<file path="src/sample_clock_divider_search_defines.svh">
// Assertion macros shared by the sample clock divider search RTL.
// Included by scds_div.sv and sample_clock_divider_search.sv; no other dependencies.
`ifndef SAMPLE_CLOCK_DIVIDER_SEARCH_DEFINES_SVH
`define SAMPLE_CLOCK_DIVIDER_SEARCH_DEFINES_SVH

// The consequent must hold in the same cycle as the antecedent.
`define SCDS_ASSERT_SAME(label, clk, rst_n, ante, cons, msg) \
  label: assert property (@(posedge clk) disable iff (!rst_n) (ante) |-> (cons)) \
    else $error(msg);

// The consequent must hold in the cycle after the antecedent.
`define SCDS_ASSERT_NEXT(label, clk, rst_n, ante, cons, msg) \
  label: assert property (@(posedge clk) disable iff (!rst_n) (ante) |=> (cons)) \
    else $error(msg);

`endif

</file>
<file path="src/scds_pkg.sv">
// Package for the sample clock divider search: widths, constants and register indexes.
// Used by scds_div.sv and sample_clock_divider_search.sv; depends on nothing.
package scds_pkg;

  localparam int DATA_W    = 32;
  localparam int PRESC_W   = 3;
  localparam int DIVC_W    = 8;
  localparam int N_W       = 9;
  localparam int CFG_IDX_W = 2;

  localparam logic [DATA_W-1:0]  CLOCK_RESET = 32'd25000000;
  localparam logic [DATA_W-1:0]  DIV_MAX     = 32'd256;
  localparam logic [PRESC_W-1:0] PRESC_SLOW  = 3'd7;
  localparam logic [N_W-1:0]     DIV_SLOW    = 9'd255;
  localparam logic [N_W-1:0]     DIV_ONE     = 9'd1;

  localparam logic [CFG_IDX_W-1:0] CFG_INTERNAL_HZ = 2'd0;
  localparam logic [CFG_IDX_W-1:0] CFG_EXTERNAL_HZ = 2'd1;
  localparam logic [CFG_IDX_W-1:0] CFG_USE_EXT     = 2'd2;

  // Total divide ratio n * 2^p; it never exceeds 256 * 128 and fits 16 bits.
  function automatic logic [15:0] ratio(input logic [N_W-1:0] n, input logic [PRESC_W-1:0] p);
    ratio = {7'd0, n} << p;
  endfunction

endpackage

</file>
<file path="src/sample_clock_divider_search.sv">
// Top level of the sample clock divider search: registers, search sequencer, result word.
// Depends on scds_pkg, scds_div and sample_clock_divider_search_defines.svh.
//
//   Channel   Ports                                        Handshake
//   input     in_requested_hz                              start high while busy low
//   result    out_prescaler_code .. out_zero_request       out_valid strobe, one cycle
//   config    cfg_index, cfg_wdata                         cfg_we, taken at once
//
// The bit-serial divider produces one quotient bit per cycle, and a normal request
// needs two divisions with a scan of the first quotient between them.
// Reset is synchronous and active low; it restores the clock registers to 25 MHz
// and the internal clock selection, and returns the sequencer to idle.
// The receiver cannot stall; busy stays high until the cycle of the result strobe.
`include "sample_clock_divider_search_defines.svh"

module sample_clock_divider_search (
  input  logic                             clk,
  input  logic                             rst_n,
  input  logic                             start,
  output logic                             busy,
  input  logic [scds_pkg::DATA_W-1:0]      in_requested_hz,
  output logic                             out_valid,
  output logic [scds_pkg::PRESC_W-1:0]     out_prescaler_code,
  output logic [scds_pkg::DIVC_W-1:0]      out_divider_code,
  output logic [scds_pkg::DATA_W-1:0]      out_achieved_hz,
  output logic                             out_was_clamped,
  output logic                             out_range_capped,
  output logic                             out_zero_request,
  input  logic                             cfg_we,
  input  logic [scds_pkg::CFG_IDX_W-1:0]   cfg_index,
  input  logic [scds_pkg::DATA_W-1:0]      cfg_wdata
);
  import scds_pkg::*;

  // Sequencer states.
  localparam logic [1:0] ST_IDLE = 2'd0;
  localparam logic [1:0] ST_DIV1 = 2'd1;
  localparam logic [1:0] ST_SCAN = 2'd2;
  localparam logic [1:0] ST_DIV2 = 2'd3;

  logic [1:0]         state_r;
  logic [1:0]         state_nxt;

  logic [DATA_W-1:0]  int_hz_r;
  logic [DATA_W-1:0]  ext_hz_r;
  logic               use_ext_r;

  logic [DATA_W-1:0]  board_r;
  logic [DATA_W-1:0]  dvs_r;
  logic               div_start_r;
  logic [DATA_W-1:0]  q_r;
  logic [PRESC_W-1:0] p_r;
  logic [N_W-1:0]     n_r;
  logic               clamped_r;
  logic               capped_r;
  logic               zero_r;

  logic               out_valid_r;
  logic [PRESC_W-1:0] out_p_r;
  logic [DIVC_W-1:0]  out_n_r;
  logic [DATA_W-1:0]  out_hz_r;
  logic               out_clamped_r;
  logic               out_capped_r;
  logic               out_zero_r;

  logic               accept;
  logic [DATA_W-1:0]  board_sel;
  logic               div_done;
  logic [DATA_W-1:0]  div_quo;
  logic               scan_fits;
  logic               scan_cap;
  logic [N_W-1:0]     scan_n;
  logic [PRESC_W-1:0] scan_p;

  assign busy      = (state_r != ST_IDLE);
  assign accept    = start && !busy;
  assign board_sel = use_ext_r ? ext_hz_r : int_hz_r;

  // Configuration registers; indexes beyond the list are ignored.
  always_ff @(posedge clk) begin
    if (!rst_n) begin
      int_hz_r  <= CLOCK_RESET;
      ext_hz_r  <= CLOCK_RESET;
      use_ext_r <= 1'b0;
    end else if (cfg_we) begin
      unique case (cfg_index)
        CFG_INTERNAL_HZ: int_hz_r  <= cfg_wdata;
        CFG_EXTERNAL_HZ: ext_hz_r  <= cfg_wdata;
        CFG_USE_EXT:     use_ext_r <= cfg_wdata[0];
        default:         ;
      endcase
    end
  end

  // Shared divider: first board / request, then board / (n * 2^p).
  scds_div u_div (
    .clk      (clk),
    .rst_n    (rst_n),
    .start    (div_start_r),
    .dividend (board_r),
    .divisor  (dvs_r),
    .done     (div_done),
    .quotient (div_quo)
  );

  // Since floor(floor(b / r) / 2^p) equals floor(b / (r * 2^p)), the search
  // shifts the first quotient right one place per cycle until it is at most
  // 256. If the prescaler would pass 7, the slowest setting is taken.
  always_comb begin
    scan_fits = (q_r <= DIV_MAX);
    scan_cap  = !scan_fits && (p_r == PRESC_SLOW);
    scan_n    = scan_fits ? q_r[N_W-1:0] : DIV_SLOW;
    scan_p    = scan_fits ? p_r : PRESC_SLOW;
  end

  always_comb begin
    state_nxt = state_r;
    unique case (state_r)
      ST_IDLE: begin
        if (accept) begin
          if (in_requested_hz == '0 || board_sel < in_requested_hz) begin
            state_nxt = ST_DIV2;
          end else begin
            state_nxt = ST_DIV1;
          end
        end
      end
      ST_DIV1: begin
        if (div_done) begin
          state_nxt = ST_SCAN;
        end
      end
      ST_SCAN: begin
        if (scan_fits || scan_cap) begin
          state_nxt = ST_DIV2;
        end
      end
      ST_DIV2: begin
        if (div_done) begin
          state_nxt = ST_IDLE;
        end
      end
      default: state_nxt = ST_IDLE;
    endcase
  end

  always_ff @(posedge clk) begin
    if (!rst_n) begin
      state_r     <= ST_IDLE;
      div_start_r <= 1'b0;
      out_valid_r <= 1'b0;
    end else begin
      state_r     <= state_nxt;
      div_start_r <= (state_r == ST_IDLE && accept) ||
                     (state_r == ST_SCAN && (scan_fits || scan_cap));
      out_valid_r <= (state_r == ST_DIV2) && div_done;
    end
  end

  // Working registers of the search. Special cases go straight to the
  // achieved-rate division with their fixed setting.
  always_ff @(posedge clk) begin
    unique case (state_r)
      ST_IDLE: begin
        if (accept) begin
          board_r   <= board_sel;
          clamped_r <= 1'b0;
          capped_r  <= 1'b0;
          zero_r    <= 1'b0;
          p_r       <= '0;
          if (in_requested_hz == '0) begin
            zero_r <= 1'b1;
            p_r    <= PRESC_SLOW;
            n_r    <= DIV_SLOW;
            dvs_r  <= {16'd0, ratio(DIV_SLOW, PRESC_SLOW)};
          end else if (board_sel < in_requested_hz) begin
            clamped_r <= 1'b1;
            n_r       <= DIV_ONE;
            dvs_r     <= {16'd0, ratio(DIV_ONE, '0)};
          end else begin
            dvs_r <= in_requested_hz;
          end
        end
      end
      ST_DIV1: begin
        if (div_done) begin
          q_r <= div_quo;
        end
      end
      ST_SCAN: begin
        if (scan_fits || scan_cap) begin
          n_r      <= scan_n;
          p_r      <= scan_p;
          capped_r <= scan_cap;
          dvs_r    <= {16'd0, ratio(scan_n, scan_p)};
        end else begin
          q_r <= {1'b0, q_r[DATA_W-1:1]};
          p_r <= p_r + 1'b1;
        end
      end
      ST_DIV2: ;
      default: ;
    endcase
  end

  // Result word, held until the next one is produced.
  always_ff @(posedge clk) begin
    if (state_r == ST_DIV2 && div_done) begin
      out_p_r       <= p_r;
      out_n_r       <= n_r[DIVC_W-1:0];
      out_hz_r      <= div_quo;
      out_clamped_r <= clamped_r;
      out_capped_r  <= capped_r;
      out_zero_r    <= zero_r;
    end
  end

  assign out_valid          = out_valid_r;
  assign out_prescaler_code = out_p_r;
  assign out_divider_code   = out_n_r;
  assign out_achieved_hz    = out_hz_r;
  assign out_was_clamped    = out_clamped_r;
  assign out_range_capped   = out_capped_r;
  assign out_zero_request   = out_zero_r;

  `SCDS_ASSERT_SAME(a_strobe_idle, clk, rst_n, out_valid_r, state_r == ST_IDLE, "result strobe while busy")
  `SCDS_ASSERT_SAME(a_one_flag, clk, rst_n, out_valid_r, $onehot0({out_clamped_r, out_capped_r, out_zero_r}), "conflicting result flags")
  `SCDS_ASSERT_SAME(a_slow_setting, clk, rst_n, out_valid_r && (out_zero_r || out_capped_r), out_p_r == PRESC_SLOW && out_n_r == DIV_SLOW[DIVC_W-1:0], "slowest setting not reported")
  `SCDS_ASSERT_NEXT(a_accept_busy, clk, rst_n, accept, busy && !out_valid_r, "accepted word did not start the search")

endmodule

</file>
<file path="src/scds_div.sv">
// Restoring unsigned divider that produces one quotient bit per clock cycle.
// Depends on scds_pkg and sample_clock_divider_search_defines.svh.
`include "sample_clock_divider_search_defines.svh"

module scds_div (
  input  logic                         clk,
  input  logic                         rst_n,
  input  logic                         start,
  input  logic [scds_pkg::DATA_W-1:0]  dividend,
  input  logic [scds_pkg::DATA_W-1:0]  divisor,
  output logic                         done,
  output logic [scds_pkg::DATA_W-1:0]  quotient
);
  import scds_pkg::*;

  localparam int CNT_W = $clog2(DATA_W);

  logic [DATA_W-1:0] rem_r;
  logic [DATA_W-1:0] quo_r;
  logic [DATA_W-1:0] dvs_r;
  logic [CNT_W-1:0]  cnt_r;
  logic              active_r;
  logic              done_r;
  logic [DATA_W:0]   shifted;
  logic [DATA_W:0]   trial;

  // The dividend shifts out of the top of the quotient register into the
  // partial remainder while quotient bits shift in at the bottom.
  assign shifted = {rem_r, quo_r[DATA_W-1]};
  assign trial   = shifted - {1'b0, dvs_r};

  always_ff @(posedge clk) begin
    if (!rst_n) begin
      active_r <= 1'b0;
      done_r   <= 1'b0;
      cnt_r    <= '0;
    end else begin
      done_r <= 1'b0;
      if (start) begin
        active_r <= 1'b1;
        cnt_r    <= CNT_W'(DATA_W - 1);
      end else if (active_r) begin
        cnt_r <= cnt_r - 1'b1;
        if (cnt_r == '0) begin
          active_r <= 1'b0;
          done_r   <= 1'b1;
        end
      end
    end
  end

  always_ff @(posedge clk) begin
    if (start) begin
      rem_r <= '0;
      quo_r <= dividend;
      dvs_r <= divisor;
    end else if (active_r) begin
      rem_r <= trial[DATA_W] ? shifted[DATA_W-1:0] : trial[DATA_W-1:0];
      quo_r <= {quo_r[DATA_W-2:0], ~trial[DATA_W]};
    end
  end

  assign done     = done_r;
  assign quotient = quo_r;

  `SCDS_ASSERT_SAME(a_no_restart, clk, rst_n, start, !active_r, "divider restarted while active")
  `SCDS_ASSERT_NEXT(a_last_step, clk, rst_n, active_r && cnt_r == '0 && !start, done_r && !active_r, "divider missed its final step")
  `SCDS_ASSERT_SAME(a_done_idle, clk, rst_n, done_r, !active_r, "done raised while still dividing")

endmodule
</file>
<file path="config.mk">
export PLATFORM = sky130hd
export DESIGN_NAME = sample_clock_divider_search
export DESIGN_NICKNAME = d
export VERILOG_FILES = /design/src/scds_pkg.sv /design/src/sample_clock_divider_search.sv /design/src/scds_div.sv
export VERILOG_INCLUDE_DIRS = /design/src /design/src/src
export SDC_FILE = /design/constraint.sdc
export NUM_CORES = 1
export LEC_CHECK = 0
export ABC_AREA = 0
export BUFFER_PORTS_ARGS = -buffer_cell sky130_fd_sc_hd__buf_2
export CORE_MARGIN = 2
export CORE_UTILIZATION = 45
export CTS_CLUSTER_DIAMETER = 50
export DETAILED_ROUTE_END_ITERATION = 12
export PLACE_DENSITY = 0.69
export SYNTH_ARGS = -nofsm -noshare
export SYNTH_HDL_FRONTEND = slang
export SYNTH_SLANG_ARGS = --single-unit
</file>
<file path="constraint.sdc">
create_clock -name clk -period 10.6 [get_ports clk]
set_input_delay 0.53 -clock clk [delete_from_list [all_inputs] [get_ports clk]]
set_output_delay 0.53 -clock clk [all_outputs]
set_load 0.005 [all_outputs]
</file>
[After elaboration in Yosys (flattened, before gate mapping)]
Cells that the tools add are included.
Storage, ports and cells
  bits in registers: 328
  memories: 0
  memory bits (writable): 0
  output and inout port bits: 48
  input bits: 70
  latch bits: 0
  bits in read-only memories: 0
  word-level logic and storage cells: 115
Operators by class
  $add $sub $neg: 3
  multipliers: 0
  bitwise logic cells: 3
  shift-type cells: 1
  eq/ne operators: 12
  reduce and logical (&&, ||, !) cells: 28
  mux-type cells: 40
  magnitude comparators: 2
  divide/modulo/power cells: 0
Operators by type and width (number)
  $mux 32: 10
  $pmux 32 s2: 2
  $sub 33x32->33: 1
  $le 32x9->1 const B: 1
  $logic_not 32->1: 1
  $lt 32x32->1: 1
  $mux 8: 4
  $pmux 8 s2: 1
  $shl 9x3->16: 1
  $mux 3: 4
  $mux 2: 5
  $mux 5: 2
  $reduce_and 2->1: 5
  $mux 9: 1
  $mux 1: 8
  $pmux 2 s4: 1
  $reduce_and 4->1: 2
  $reduce_bool 2->1: 4
  $eq 2x2->1 const B: 3
  $ne 2x2->1 const B: 3
  $pmux 3 s2: 1
  $reduce_and 3->1: 2
  $logic_and 1x1->1: 5
  $logic_not 5->1: 1
  12 further kinds: 20

[Logic depth before layout (Yosys ltp)]
Gate-level depths: netlist (run 1).
  depth in word-level cells: 6
  gate-level depth with buffers: 14
  mapped depth without buffers: 13

[Cells and area by module]
A second synthesis (run 1) with hierarchy kept.
Second synthesis, totals
  cells, all modules: 1417
  area total of the unflattened synthesis: 15733.8 µm²
Modules (own cells, without submodules)
  sample_clock_divider_search: area an instance 9790.6 µm², instances 1, sequential area each 6065.8 µm², cells an instance 807
  scds_div: area an instance 5943.2 µm², instances 1, sequential area each 2702.6 µm², cells an instance 610

[Worst setup path after synthesis (run 1)]
Ideal clock, no wire load.
  path kind: register to register
  from: register q_r[1]
  to: register n_r[0], enable pin
  data arrival time: 2998 ps
  setup time: 373 ps
  data required time: 10227 ps
  path slack: 7229 ps
  clock period less this slack: 3371 ps
  buffers on the path: 0
  cell stages (with the launch flop): 7
  cell sequence: edfxtp_1 -> nor4_1 -> nand2_1 -> a211oi_1 -> nand2b_1 -> o21a_1 -> nor2b_1
Between the ends
  longest elaborated chain between the ends: 6
Ends and longest elaborated chain
  start, declared: RTL line sample_clock_divider_search.sv:51  | logic [DATA_W-1:0] q_r;
  start signal, assigned: RTL line sample_clock_divider_search.sv:187  | q_r <= div_quo;
  start signal, assigned: RTL line sample_clock_divider_search.sv:197  | q_r <= {1'b0, q_r[DATA_W-1:1]};
  $le 32x9->1 (*): RTL line sample_clock_divider_search.sv:110  | scan_fits = (q_r <= DIV_MAX);
  $logic_not 1->1: RTL line sample_clock_divider_search.sv:111  | scan_cap = !scan_fits && (p_r == PRESC_SLOW);
  $logic_and 1x1->1: RTL line sample_clock_divider_search.sv:111
  $logic_or 1x1->1 (*): RTL line sample_clock_divider_search.sv:191  | if (scan_fits || scan_cap) begin
  $ne 2x2->1 (no source line) (*)
  $reduce_and 4->1 (no source line) (*)
  end signal, assigned: RTL line sample_clock_divider_search.sv:192  | n_r <= scan_n;
  end, declared: RTL line sample_clock_divider_search.sv:53  | logic [N_W-1:0] n_r;
Mark *: on every way between the ends. The rest lies on a longest branch, timed or not.
A chain may end at the register's enable or synchronous reset.

[Worst setup path after layout (run 1)]
  from: register use_ext_r
  to: register n_r[7], enable pin
Between the ends
  longest elaborated chain between the ends: 4
Ends and longest elaborated chain
  start, declared: RTL line sample_clock_divider_search.sv:46  | logic use_ext_r;
  start signal, assigned: RTL line sample_clock_divider_search.sv:89  | CFG_USE_EXT: use_ext_r <= cfg_wdata[0];
  $mux 32: RTL line sample_clock_divider_search.sv:77  | assign board_sel = use_ext_r ? ext_hz_r : int_hz_r;
  named net board_sel[25]: RTL line sample_clock_divider_search.sv:67  | logic [DATA_W-1:0] board_sel;
  $lt 32x32->1: RTL line sample_clock_divider_search.sv:176  | end else if (board_sel < in_requested_hz) begin
  $ne 3x3->1 (no source line)
  $reduce_and 4->1 (no source line)
The timed path passes the listed nets, and every way through them passes these cells.

==> results.yml, run 1 <==
critical_path:
  arrival_ns: 4.39
  endpoint_kind: "register"
  crit_top_cell: "a21o_1"
  critPathKind: "register to register"
  setup.worst_path.start: "use_ext_r$_SDFFE_PN0P_"
  cp_max_fo: 32
  worst_setup_path_start_kind: "register"
  path_cells: "buf_4, mux2_2, ha_1, a21o_1, a21o_1, a21oi_1, o21ai_0, inv_1, a211oi_1, nor2b_1"
  cp.required_ns: 10.84
  r2r-start: "use_ext_r$_SDFFE_PN0P_"
  r2r_setup_slack_ns: 6.45
  max_stage_delay_ns: 1.00
  crit_slowest_cell: "o21ai_0"
drt:
  drt-initial-drc-count: 764
  vias: 10900
  drtPass1Iterations: 5
  wl_per_cell_um: 19.5
  ant_nets: 0
  drc: 0
  viasPerCell: 5.52
  drt_wl_total_mm: 38.6
clock_tree:
  post_cts_resize_count: 0
  numCtsBuffers: 39
  cts_tree: "done"
  cts.sinks: 328
  cts_root_buf: "clkbuf_16"
  cts_buffer_depth: 3
  clk_pin_slew_ns: 0.06
  htreeDepth: 2
  cts_setup_buffers: 0
  cts_hold_buf: 0
  clk_latency_ns: 0.58
layout:
  layout-drive-gt1-share: 0.201
  syn_to_final_growth_pct: 14.5
  fin_util: 0.523
  layout.nets: 1629
  final_cells: 1975
synthesis:
  netlist-cell-type-count: 69
  synth_edf_count: 220
  synthCells: 1389
  yosysSeqAreaShare: 0.557
  yosysWarningCount: 0
  synth_seq_cells: 328
  synthArstFlopShare: 0
  syn_avg_cell_area_um2: 11.3
  netlist_area_mm2: 0.0157
  yosys_most_used_dff: "edfxtp_1"
  synthesis.nets: 1531
power:
  p_int_w: 0.00313
  p_clk_frac: 0.285
  p_sw_frac: 0.336
  cellPowerDensity_mw_per_mm2: 261
  pwr-share-comb: 0.296
  peakVddDrop_mv: 0.152
  p_switching_w: 0.00158
  power_frac_seq: 0.418
  leakagePower_nw: 7.16
global_routing:
  grt.met3_usage: 0.0424
  grt.met1_usage: 0.292
  grt_busiest_layer: "met2"
  antenna_found_initial: 1
  grt_pass1_vias: 10500
  grt_max_degree: 78
  grt_pass1_wl_mm: 59.6
  overflow: 0
  met2_usage: 0.332
  grt_use_total: 0.214
sta:
  finalSetupTns_ns: 0
  setup_violations: 0
  tightestPinTransition_ns: 1.37
  rsz0062_at_grt: "false"
  finalClockSkew_ns: 0.0399
  period_share: 0.391
  period_needed_ns: 4.15
  maxSlewViolCount: 0
  max_freq_mhz: 241
  hold_viol: 0
  timing.final.ws_setup_ns: 6.45
  holdWs_ns: 0.171
  slew_headroom: 0.0889
job:
  drv_cap: 0
placement:
  dp_slack_ns: 6.60
  dp_hpwl_mm: 27.5
  globalplace.congestion: 0.899
  port_buffers: 117
  dp.cells: 1901
hold_path:
  min_from: "cfg_wdata[21]"
  hold_class: "primary input to register"
floorplanning:
  dieArea_mm2: 0.0365
  initial_core_util: 0.457
  die_x_um: 191
  ios: 118
  core_area_mm2: 0.0345
  die_y_um: 191
  rows: 68
outcome:
  outcome: "completed"
## per-layer routing
| metal | wire length, um | part of all wire |
|---|---|---|
| met1 | 16700 | 0.43 |
| met3 | 2760 | 0.072 |
| met4 | 1440 | 0.037 |
| met5 | 0 | 0 |
| met2 | 17600 | 0.46 |
## power groups by stage
stage                     sequential [W]  clock [W]  combinational (W)
after detailed placement         0.00199          0            0.00138
after CTS                        0.00197    0.00137            0.00139
after global routing             0.00201    0.00142            0.00155
after floorplan                  0.00188          0            0.00113
final                            0.00197    0.00134            0.00140
after global placement           0.00199          0            0.00135
## sequential cells by signal (all words and copies together), names as in the netlist, 2 cells and up
register / count
u_div.cnt_r: 5
q_r: 32
out_divider_code: 8
u_div.quotient: 32
out_prescaler_code: 3
ext_hz_r: 32
p_r: 3
n_r: 8
u_div.rem_r: 32
board_r: 32
dvs_r: 32
state_r: 2
int_hz_r: 32
out_achieved_hz: 32
u_div.dvs_r: 32
## final timing paths
path	to	depth (start not counted)
worst max-delay path	n_r[7]$_DFFE_PP_	10
worst min-delay path	int_hz_r[21]$_SDFFE_PN1P_	3
worst min register to register	out_divider_code[7]$_DFFE_PP_	0
worst max register to register	n_r[7]$_DFFE_PP_	10
## per-stage QoR
stage / power (W) / area [um^2]
2_1_floorplan: 0.00301 / 15700
3_3_place_gp: 0.00334 / 16700
3_5_place_dp: 0.00337 / 16700
4_1_cts: 0.00473 / 18000
5_1_grt: 0.00497 / 18000
6_report: 0.00471 / 18000
## synth_stat cells, types with 12 or more instances
library cell	n	area share
nand4_1	17	0.0068
o21ai_0	16	0.0051
nor2_1	63	0.015
nand3_1	44	0.014
inv_1	85	0.020
and3_1	19	0.0075
xor2_1	14	0.0078
dfxtp_1	108	0.14
mux2i_1	42	0.027
a211oi_1	25	0.012
nor4_1	16	0.0064
o21a_1	12	0.0057
a21oi_1	54	0.017
xnor2_1	16	0.0089
nand2_1	187	0.045
a21boi_0	41	0.020
o21ai_1	20	0.0064
mux2_2	99	0.071
clkbuf_1	59	0.014
ha_1	71	0.056
edfxtp_1	220	0.42
a21o_1	36	0.017
## layout by cell type (no fill, tap or decap), types with 10 or more instances in the layout
master     count
inv_1         85
nand3_1       44
mux2i_1       42
a211oi_1      25
a21o_1        36
nand4_1       17
xor2_1        14
buf_4         15
xnor2_1       16
ha_1          71
buf_2        117
nand2_1      187
clkbuf_16     39
a21oi_1       54
o21a_1        12
o21ai_0       16
edfxtp_1     220
nor3_1        10
mux2_2        99
nor2b_1       10
nor2_1        61
nor4_1        16
o21ai_1       20
a21boi_0      41
dfxtp_1      107
and3_1        19
## area by class of cell
class	count	area (um^2)
Timing Repair Buffer	132	698
Inverter	85	319
Antenna cell	2	5.00
Multi-Input combinational cell	901	6360
Tap cell	455	569
Clock inverter	23	283
Clock buffer	49	1020
Fill cell	3018	16400
Sequential cell	328	8770
## kinds of logic after synthesis
family | count (synthesis) | share of synthesized area
AO/OA/AOI/OAI | 261 | 0.115
XOR/XNOR | 31 | 0.0184
adder cells (fa/ha/maj) | 72 | 0.0577
buffers and inverters | 160 | 0.0397
flip-flops | 328 | 0.557
multiplexers | 141 | 0.0975
AND/OR/NAND/NOR | 396 | 0.115
## worst max-delay path, delay by kind of cell, from the launching register on
family	cells	cell delay [ns]
AO/OA/AOI/OAI	5	1.86
adder cells (fa/ha/maj)	1	0.30
buffers and inverters	2	0.60
flip-flops	1	0.33
multiplexers	1	0.42
AND/OR/NAND/NOR	1	0.29
Note: power is estimated with default switching activity, not from simulation.
==> inputs of run 2 (changes only) <==
--- a/config.mk
+++ b/config.mk
@@ -12,7 +12,7 @@
 export CORE_UTILIZATION = 45
 export CTS_CLUSTER_DIAMETER = 50
 export DETAILED_ROUTE_END_ITERATION = 12
-export PLACE_DENSITY = 0.69
+export PLACE_DENSITY = 0.71
 export SYNTH_ARGS = -nofsm -noshare
 export SYNTH_HDL_FRONTEND = slang
 export SYNTH_SLANG_ARGS = --single-unit
==> constraint.sdc (replaced) <==
create_clock -name clk -period 3.7 [get_ports clk]
set_input_delay 0.185 -clock clk [delete_from_list [all_inputs] [get_ports clk]]
set_output_delay 0.185 -clock clk [all_outputs]
set_load 0.005 [all_outputs]
==> results.yml, run 2 (synthesis results as in run 1) <==
layout:
  diodes: 0
  layout.nets: 1666
  final_cells: 2005
  syn_to_final_growth_pct: 16.5
  layout_commonest_cell: "edfxtp_1"
  multi_input_area_mm2: 0.00636
  nFillCells: 2926
  layout-drive-gt1-share: 0.202
  seqCellArea_mm2: 0.00877
  final_cell_mix: "edfxtp_1 (220), nand2_1 (187), buf_2 (117)"
sta:
  finalClockSkew_ns: 0.0255
  period_share: 0.930
  slew_headroom: 0.269
  setup_violations: 0
  max_freq_mhz: 291
  hold_viol: 0
  timing.final.ws_setup_ns: 0.260
  finalSetupTns_ns: 0
  tightestPinTransition_ns: 1.10
  maxSlewViolCount: 0
  rsz0062_at_grt: "false"
  period_needed_ns: 3.44
clock_tree:
  numCtsBuffers: 35
  cts_setup_buffers: 0
  cts_tree: "done"
  clk_pin_slew_ns: 0.06
  clk_latency_ns: 0.53
  cts.sinks: 328
  htreeDepth: 2
  cts_buffer_depth: 3
  cts_root_buf: "clkbuf_16"
power:
  p_sw_frac: 0.331
  p_switching_w: 0.00444
  pwr-share-comb: 0.308
  peakVddDrop_mv: 0.389
  power_frac_seq: 0.422
  p_int_w: 0.00897
  p_clk_frac: 0.270
  cellPowerDensity_mw_per_mm2: 731
  power.total_w: 0.0134
  leakagePower_nw: 7.30
drt:
  vias: 11200
  wl_per_cell_um: 19.6
  drt_wl_total_mm: 39.2
  drtPass1Iterations: 7
  drt-initial-drc-count: 1016
  drc: 0
  ant_nets: 0
  viasPerCell: 5.60
critical_path:
  r2r_setup_slack_ns: 0.26
  worst_setup_path_start_kind: "register"
  max_stage_delay_ns: 0.49
  endpoint_kind: "register"
  path_cells: "buf_4, mux2_2, ha_1, and4_1, o211ai_1, a311o_1, a211oi_1, o21ai_1, a211oi_1, nor2b_2"
  arrival_ns: 3.69
  crit_slowest_cell: "a211oi_1"
  cp_max_fo: 8
  crit_top_cell: "a211oi_1"
  critPathKind: "register to register"
  cp.required_ns: 3.95
floorplanning:
  ios: 118
  core_area_mm2: 0.0345
  rows: 68
  die_y_um: 191
  initial_core_util: 0.457
  dieArea_mm2: 0.0365
  die_x_um: 191
global_routing:
  grt_pass1_vias: 10900
  grt_use_total: 0.215
  grt_max_degree: 47
  overflow: 0
  grt_pass1_wl_mm: 60.7
  antenna_found_initial: 0
hold_path:
  hold_class: "primary input to register"
placement:
  dp.cells: 1910
  dp_slack_ns: 0.222
  globalplace.congestion: 0.940
  dp_hpwl_mm: 28.3
  port_buffers: 117
job:
  drv_cap: 0
outcome:
  outcome: "completed"
run 2: cell type report:
| class | instances | area share |
|---|---|---|
| clock inverters | 19 | 0.0125 |
| clock buffers | 44 | 0.0529 |
| inverters | 85 | 0.0174 |
| well taps | 455 | 0.0310 |
| multi-input cells | 901 | 0.347 |
| flip-flops and latches | 328 | 0.478 |
| repair buffers | 173 | 0.0612 |
run 2: critical path: cells and delay by family (launching register included):
| family | cells | cell delay (ns) |
|---|---|---|
| AO/OA/AOI/OAI | 5 | 1.51 |
| AND/OR/NAND/NOR | 2 | 0.42 |
| flip-flops | 1 | 0.40 |
| multiplexers | 1 | 0.36 |
| adder cells (fa/ha/maj) | 1 | 0.29 |
| buffers and inverters | 1 | 0.19 |
run 2: per-stage QoR:
step	utilization	area (um^2)	hold slack (ns)
2_1_floorplan	-	15700	0.309
3_3_place_gp	0.488	16800	0.402
3_5_place_dp	0.488	16800	0.405
4_1_cts	0.532	18300	0.0485
5_1_grt	0.532	18300	0.0614
6_report	0.532	18300	0.0586
run 2: final timing paths:
check                    startpoint                         to  cells after the start
min reg2reg     dvs_r[14]$_DFFE_PP_  u_div.dvs_r[14]$_DFFE_PP_                      0
max reg2reg  use_ext_r$_SDFFE_PN0P_           n_r[7]$_DFFE_PP_                     10
min              in_requested_hz[6]         dvs_r[6]$_DFFE_PP_                      2
max          use_ext_r$_SDFFE_PN0P_           n_r[7]$_DFFE_PP_                     10
run 2: metal layers:
| layer | GRT usage | share of wire | wire length [um] | up-vias |
|---|---|---|---|---|
| met5 | 0 | 0 | 0 | - |
| met4 | 0.0844 | 0.039 | 1510 | 0 |
| met3 | 0.0371 | 0.069 | 2720 | 86 |
| met2 | 0.355 | 0.47 | 18400 | 443 |
| met1 | 0.282 | 0.42 | 16600 | 5407 |
| li1 | - | - | - | 5294 |
run 2: power by group through the flow:
stage	clock network (W)	registers (W)	logic [W]
after global placement	0	0.00569	0.00395
after detailed placement	0	0.00571	0.00403
after global routing	0.00381	0.00573	0.00455
after CTS	0.00368	0.00564	0.00410
final	0.00363	0.00565	0.00413
after floorplan	0	0.00538	0.00323
run 2: repair_timing:
item                                   4_1_cts  5_1_grt
resized for setup                            0        1
setup endpoints to repair                    0        8
hold buffers                                32        0
endpoints found under the hold margin       64        0
==> inputs of run 3 (changes only) <==
--- a/config.mk
+++ b/config.mk
@@ -15,4 +15,5 @@
 export PLACE_DENSITY = 0.71
 export SYNTH_ARGS = -nofsm -noshare
 export SYNTH_HDL_FRONTEND = slang
+export SYNTH_HIERARCHICAL = 1
 export SYNTH_SLANG_ARGS = --single-unit
==> results.yml, run 3 <==
outcome:
  outcome: "completed"
critical_path:
  critPathKind: "register to register"
  worst_setup_path_start_kind: "register"
  crit_top_cell: "buf_4"
  path_cells: "buf_4, mux2_2, ha_1, a21oi_1, o21ai_0, a221o_1, nor3_1, buf_4, a211oi_1, nor2b_1"
  cp.required_ns: 3.85
  r2r_end: "n_r[3]$_DFFE_PP_"
  r2r_setup_slack_ns: 0.19
  max_stage_delay_ns: 0.56
  crit_slowest_cell: "dfxtp_1"
  cp_max_fo: 13
  r2r-start: "use_ext_r$_SDFFE_PN0P_"
  arrival_ns: 3.65
  worst-r2r-cell-count: 10
  endpoint_kind: "register"
layout:
  final_cell_mix: "nand2_1 (226), edfxtp_1 (220), buf_2 (117)"
  design_area_mm2: 0.0185
  layout.nets: 1712
  diodes: 0
  syn_to_final_growth_pct: 17.5
  nFillCells: 2953
  layout_commonest_cell: "nand2_1"
  layout-drive-gt1-share: 0.196
sta:
  period_needed_ns: 3.51
  setup_violations: 0
  slew_headroom: 0.219
  finalClockSkew_ns: 0.0282
  finalSetupTns_ns: 0
  hold_viol: 0
  rsz0062_at_grt: "false"
  tightestPinTransition_ns: 1.17
  max_freq_mhz: 285
  maxSlewViolCount: 0
  period_share: 0.947
  holdWs_ns: 0.0234
hold_path:
  hold_depth: 3
  hold_class: "primary input to register"
  min_from: "start"
  min_to: "div_start_r$_SDFF_PN0_"
drt:
  vias: 11500
  drtPass1Iterations: 5
  wl_per_cell_um: 19.9
  ant_nets: 0
  drt_wl_total_mm: 40.8
  drc: 0
  drt-initial-drc-count: 1066
  viasPerCell: 5.61
job:
  drv_cap: 0
power:
  p_switching_w: 0.00468
  peakVddDrop_mv: 0.463
  p_clk_frac: 0.277
  pwr-share-comb: 0.302
  power_frac_seq: 0.421
  p_sw_frac: 0.342
  cellPowerDensity_mw_per_mm2: 741
  p_int_w: 0.00902
  leakagePower_nw: 7.34
synthesis:
  ys_top_cells_by_area: "edfxtp_1 (42%), dfxtp_1 (14%), mux2_2 (6.9%)"
  synth_seq_cells: 328
  synth_most_common_cell: "nand2_1"
  yosysTopAreaCellShare: 0.420
  yosys_most_used_dff: "edfxtp_1"
  netlist-cell-type-count: 73
  synthesis.nets: 1559
  yosysSeqAreaShare: 0.557
  netlist_area_mm2: 0.0157
  synthCells: 1417
  syn_avg_cell_area_um2: 11.1
  synthArstFlopShare: 0
  synth_edf_count: 220
  yosysWarningCount: 6
  yosysTopAreaCell: "edfxtp_1"
  synth_top_cells_by_count: "nand2_1 (226), edfxtp_1 (220), dfxtp_1 (108)"
placement:
  globalplace.congestion: 0.912
  port_buffers: 117
  postPlaceCellArea_mm2: 0.0168
  dp_hpwl_mm: 29.7
clock_tree:
  clk_latency_ns: 0.53
  cts_buffer_depth: 3
  numCtsBuffers: 38
  cts_root_buf: "clkbuf_16"
  cts_tree: "done"
  cts.sinks: 328
  clk_pin_slew_ns: 0.06
  htreeDepth: 2
floorplanning:
  die_y_um: 191
  ios: 118
  initial_core_util: 0.457
  core_area_mm2: 0.0345
  rows: 68
  dieArea_mm2: 0.0365
  die_x_um: 191
global_routing:
  grt_max_degree: 66
  grt_use_total: 0.221
  antenna_found_initial: 0
  overflow: 0
  grt_pass1_vias: 10900
  grt_pass1_wl_mm: 62.3
[run 3: changes by cell type after synthesis, sizes merged, moves of 6 or more]
cell     change
o2bb2ai      +7
and3        -14
and2        +16
nand3       +13
nand2b       +6
a311oi      +16
a211oi      -18
a21oi        +7
mux2i       -26
a21o        -20
nand2       +39
nand4        -6
nor2        +12
[run 3: how the worst max path moves through the flow]
stage                                      end  depth (start not counted)  slack, ns                    from
after global routing          n_r[5]$_DFFE_PP_                         10      0.009  use_ext_r$_SDFFE_PN0P_
after floorplan           n_r[0]$_SDFFCE_PN1P_                         10       0.27  use_ext_r$_SDFFE_PN0P_
final                         n_r[3]$_DFFE_PP_                         10       0.19  use_ext_r$_SDFFE_PN0P_
after CTS                     n_r[5]$_DFFE_PP_                         10       0.18  use_ext_r$_SDFFE_PN0P_
after detailed placement      n_r[3]$_DFFE_PP_                         10       0.23  use_ext_r$_SDFFE_PN0P_
after global placement        n_r[6]$_DFFE_PP_                         10       0.30  use_ext_r$_SDFFE_PN0P_
[run 3: timing repair]
action / 4_1_cts / 5_1_grt
hold buffers: 40 / 1
resized for setup: 0 / 0
setup buffers: 0 / 0
hold endpoints to repair: 73 / 1
[run 3: through the flow]
step                      instances  setup slack, ns  utilization  total power, W
after detailed placement       1944            0.231        0.488         0.00986
after global routing           2054          0.00916        0.537          0.0144
after CTS                      2053            0.179        0.536          0.0137
final                          2054            0.195        0.537          0.0137
after floorplan                1417            0.270            -         0.00863
after global placement         1944            0.301        0.488         0.00975
[run 3: kinds of logic after synthesis]
| logic type | after synthesis | synth area share |
|---|---|---|
| AOI/OAI and AO/OA | 254 | 0.114 |
| xor gates and xnor gates | 33 | 0.0193 |
| adders and majority gates | 72 | 0.0577 |
| buffers and inverters | 152 | 0.0382 |
| DFF | 328 | 0.557 |
| muxes | 112 | 0.0789 |
| and+or+nand+nor | 466 | 0.135 |
[run 3: worst max-delay path: cells and delay by family, from the launching register on]
kind | cells | cell delay [ns]
AOI/OAI and AO/OA | 4 | 0.67
adders and majority gates | 1 | 0.31
buffers and inverters | 2 | 0.49
DFF | 1 | 0.56
muxes | 1 | 0.38
and+or+nand+nor | 2 | 0.71
[run 3: final cells by class]
type / instances / area, um^2 / share of cell area
well taps: 455 / 569 / 0.0308
flip-flops and latches: 328 / 8770 / 0.474
clock inverters: 19 / 246 / 0.0133
repair buffers: 182 / 1190 / 0.0643
inverters: 83 / 312 / 0.0169
multi-input cells: 937 / 6370 / 0.345
clock buffers: 50 / 1030 / 0.0556
[run 3: power by group through the flow]
stage	logic (W)	clock network, W	registers [W]
CTS	0.00410	0.00385	0.00576
global placement	0.00394	0	0.00581
floorplan	0.00319	0	0.00544
detailed placement	0.00403	0	0.00583
global route	0.00454	0.00400	0.00585
finish	0.00413	0.00380	0.00577
[run 3: per-layer routing]
layer / share of wire / vias to the layer above / GRT usage
li1: - / 5448 / -
met4: 0.033 / 0 / 0.0835
met3: 0.069 / 83 / 0.0325
met5: 0 / - / 0
met1: 0.43 / 5587 / 0.306
met2: 0.47 / 414 / 0.353
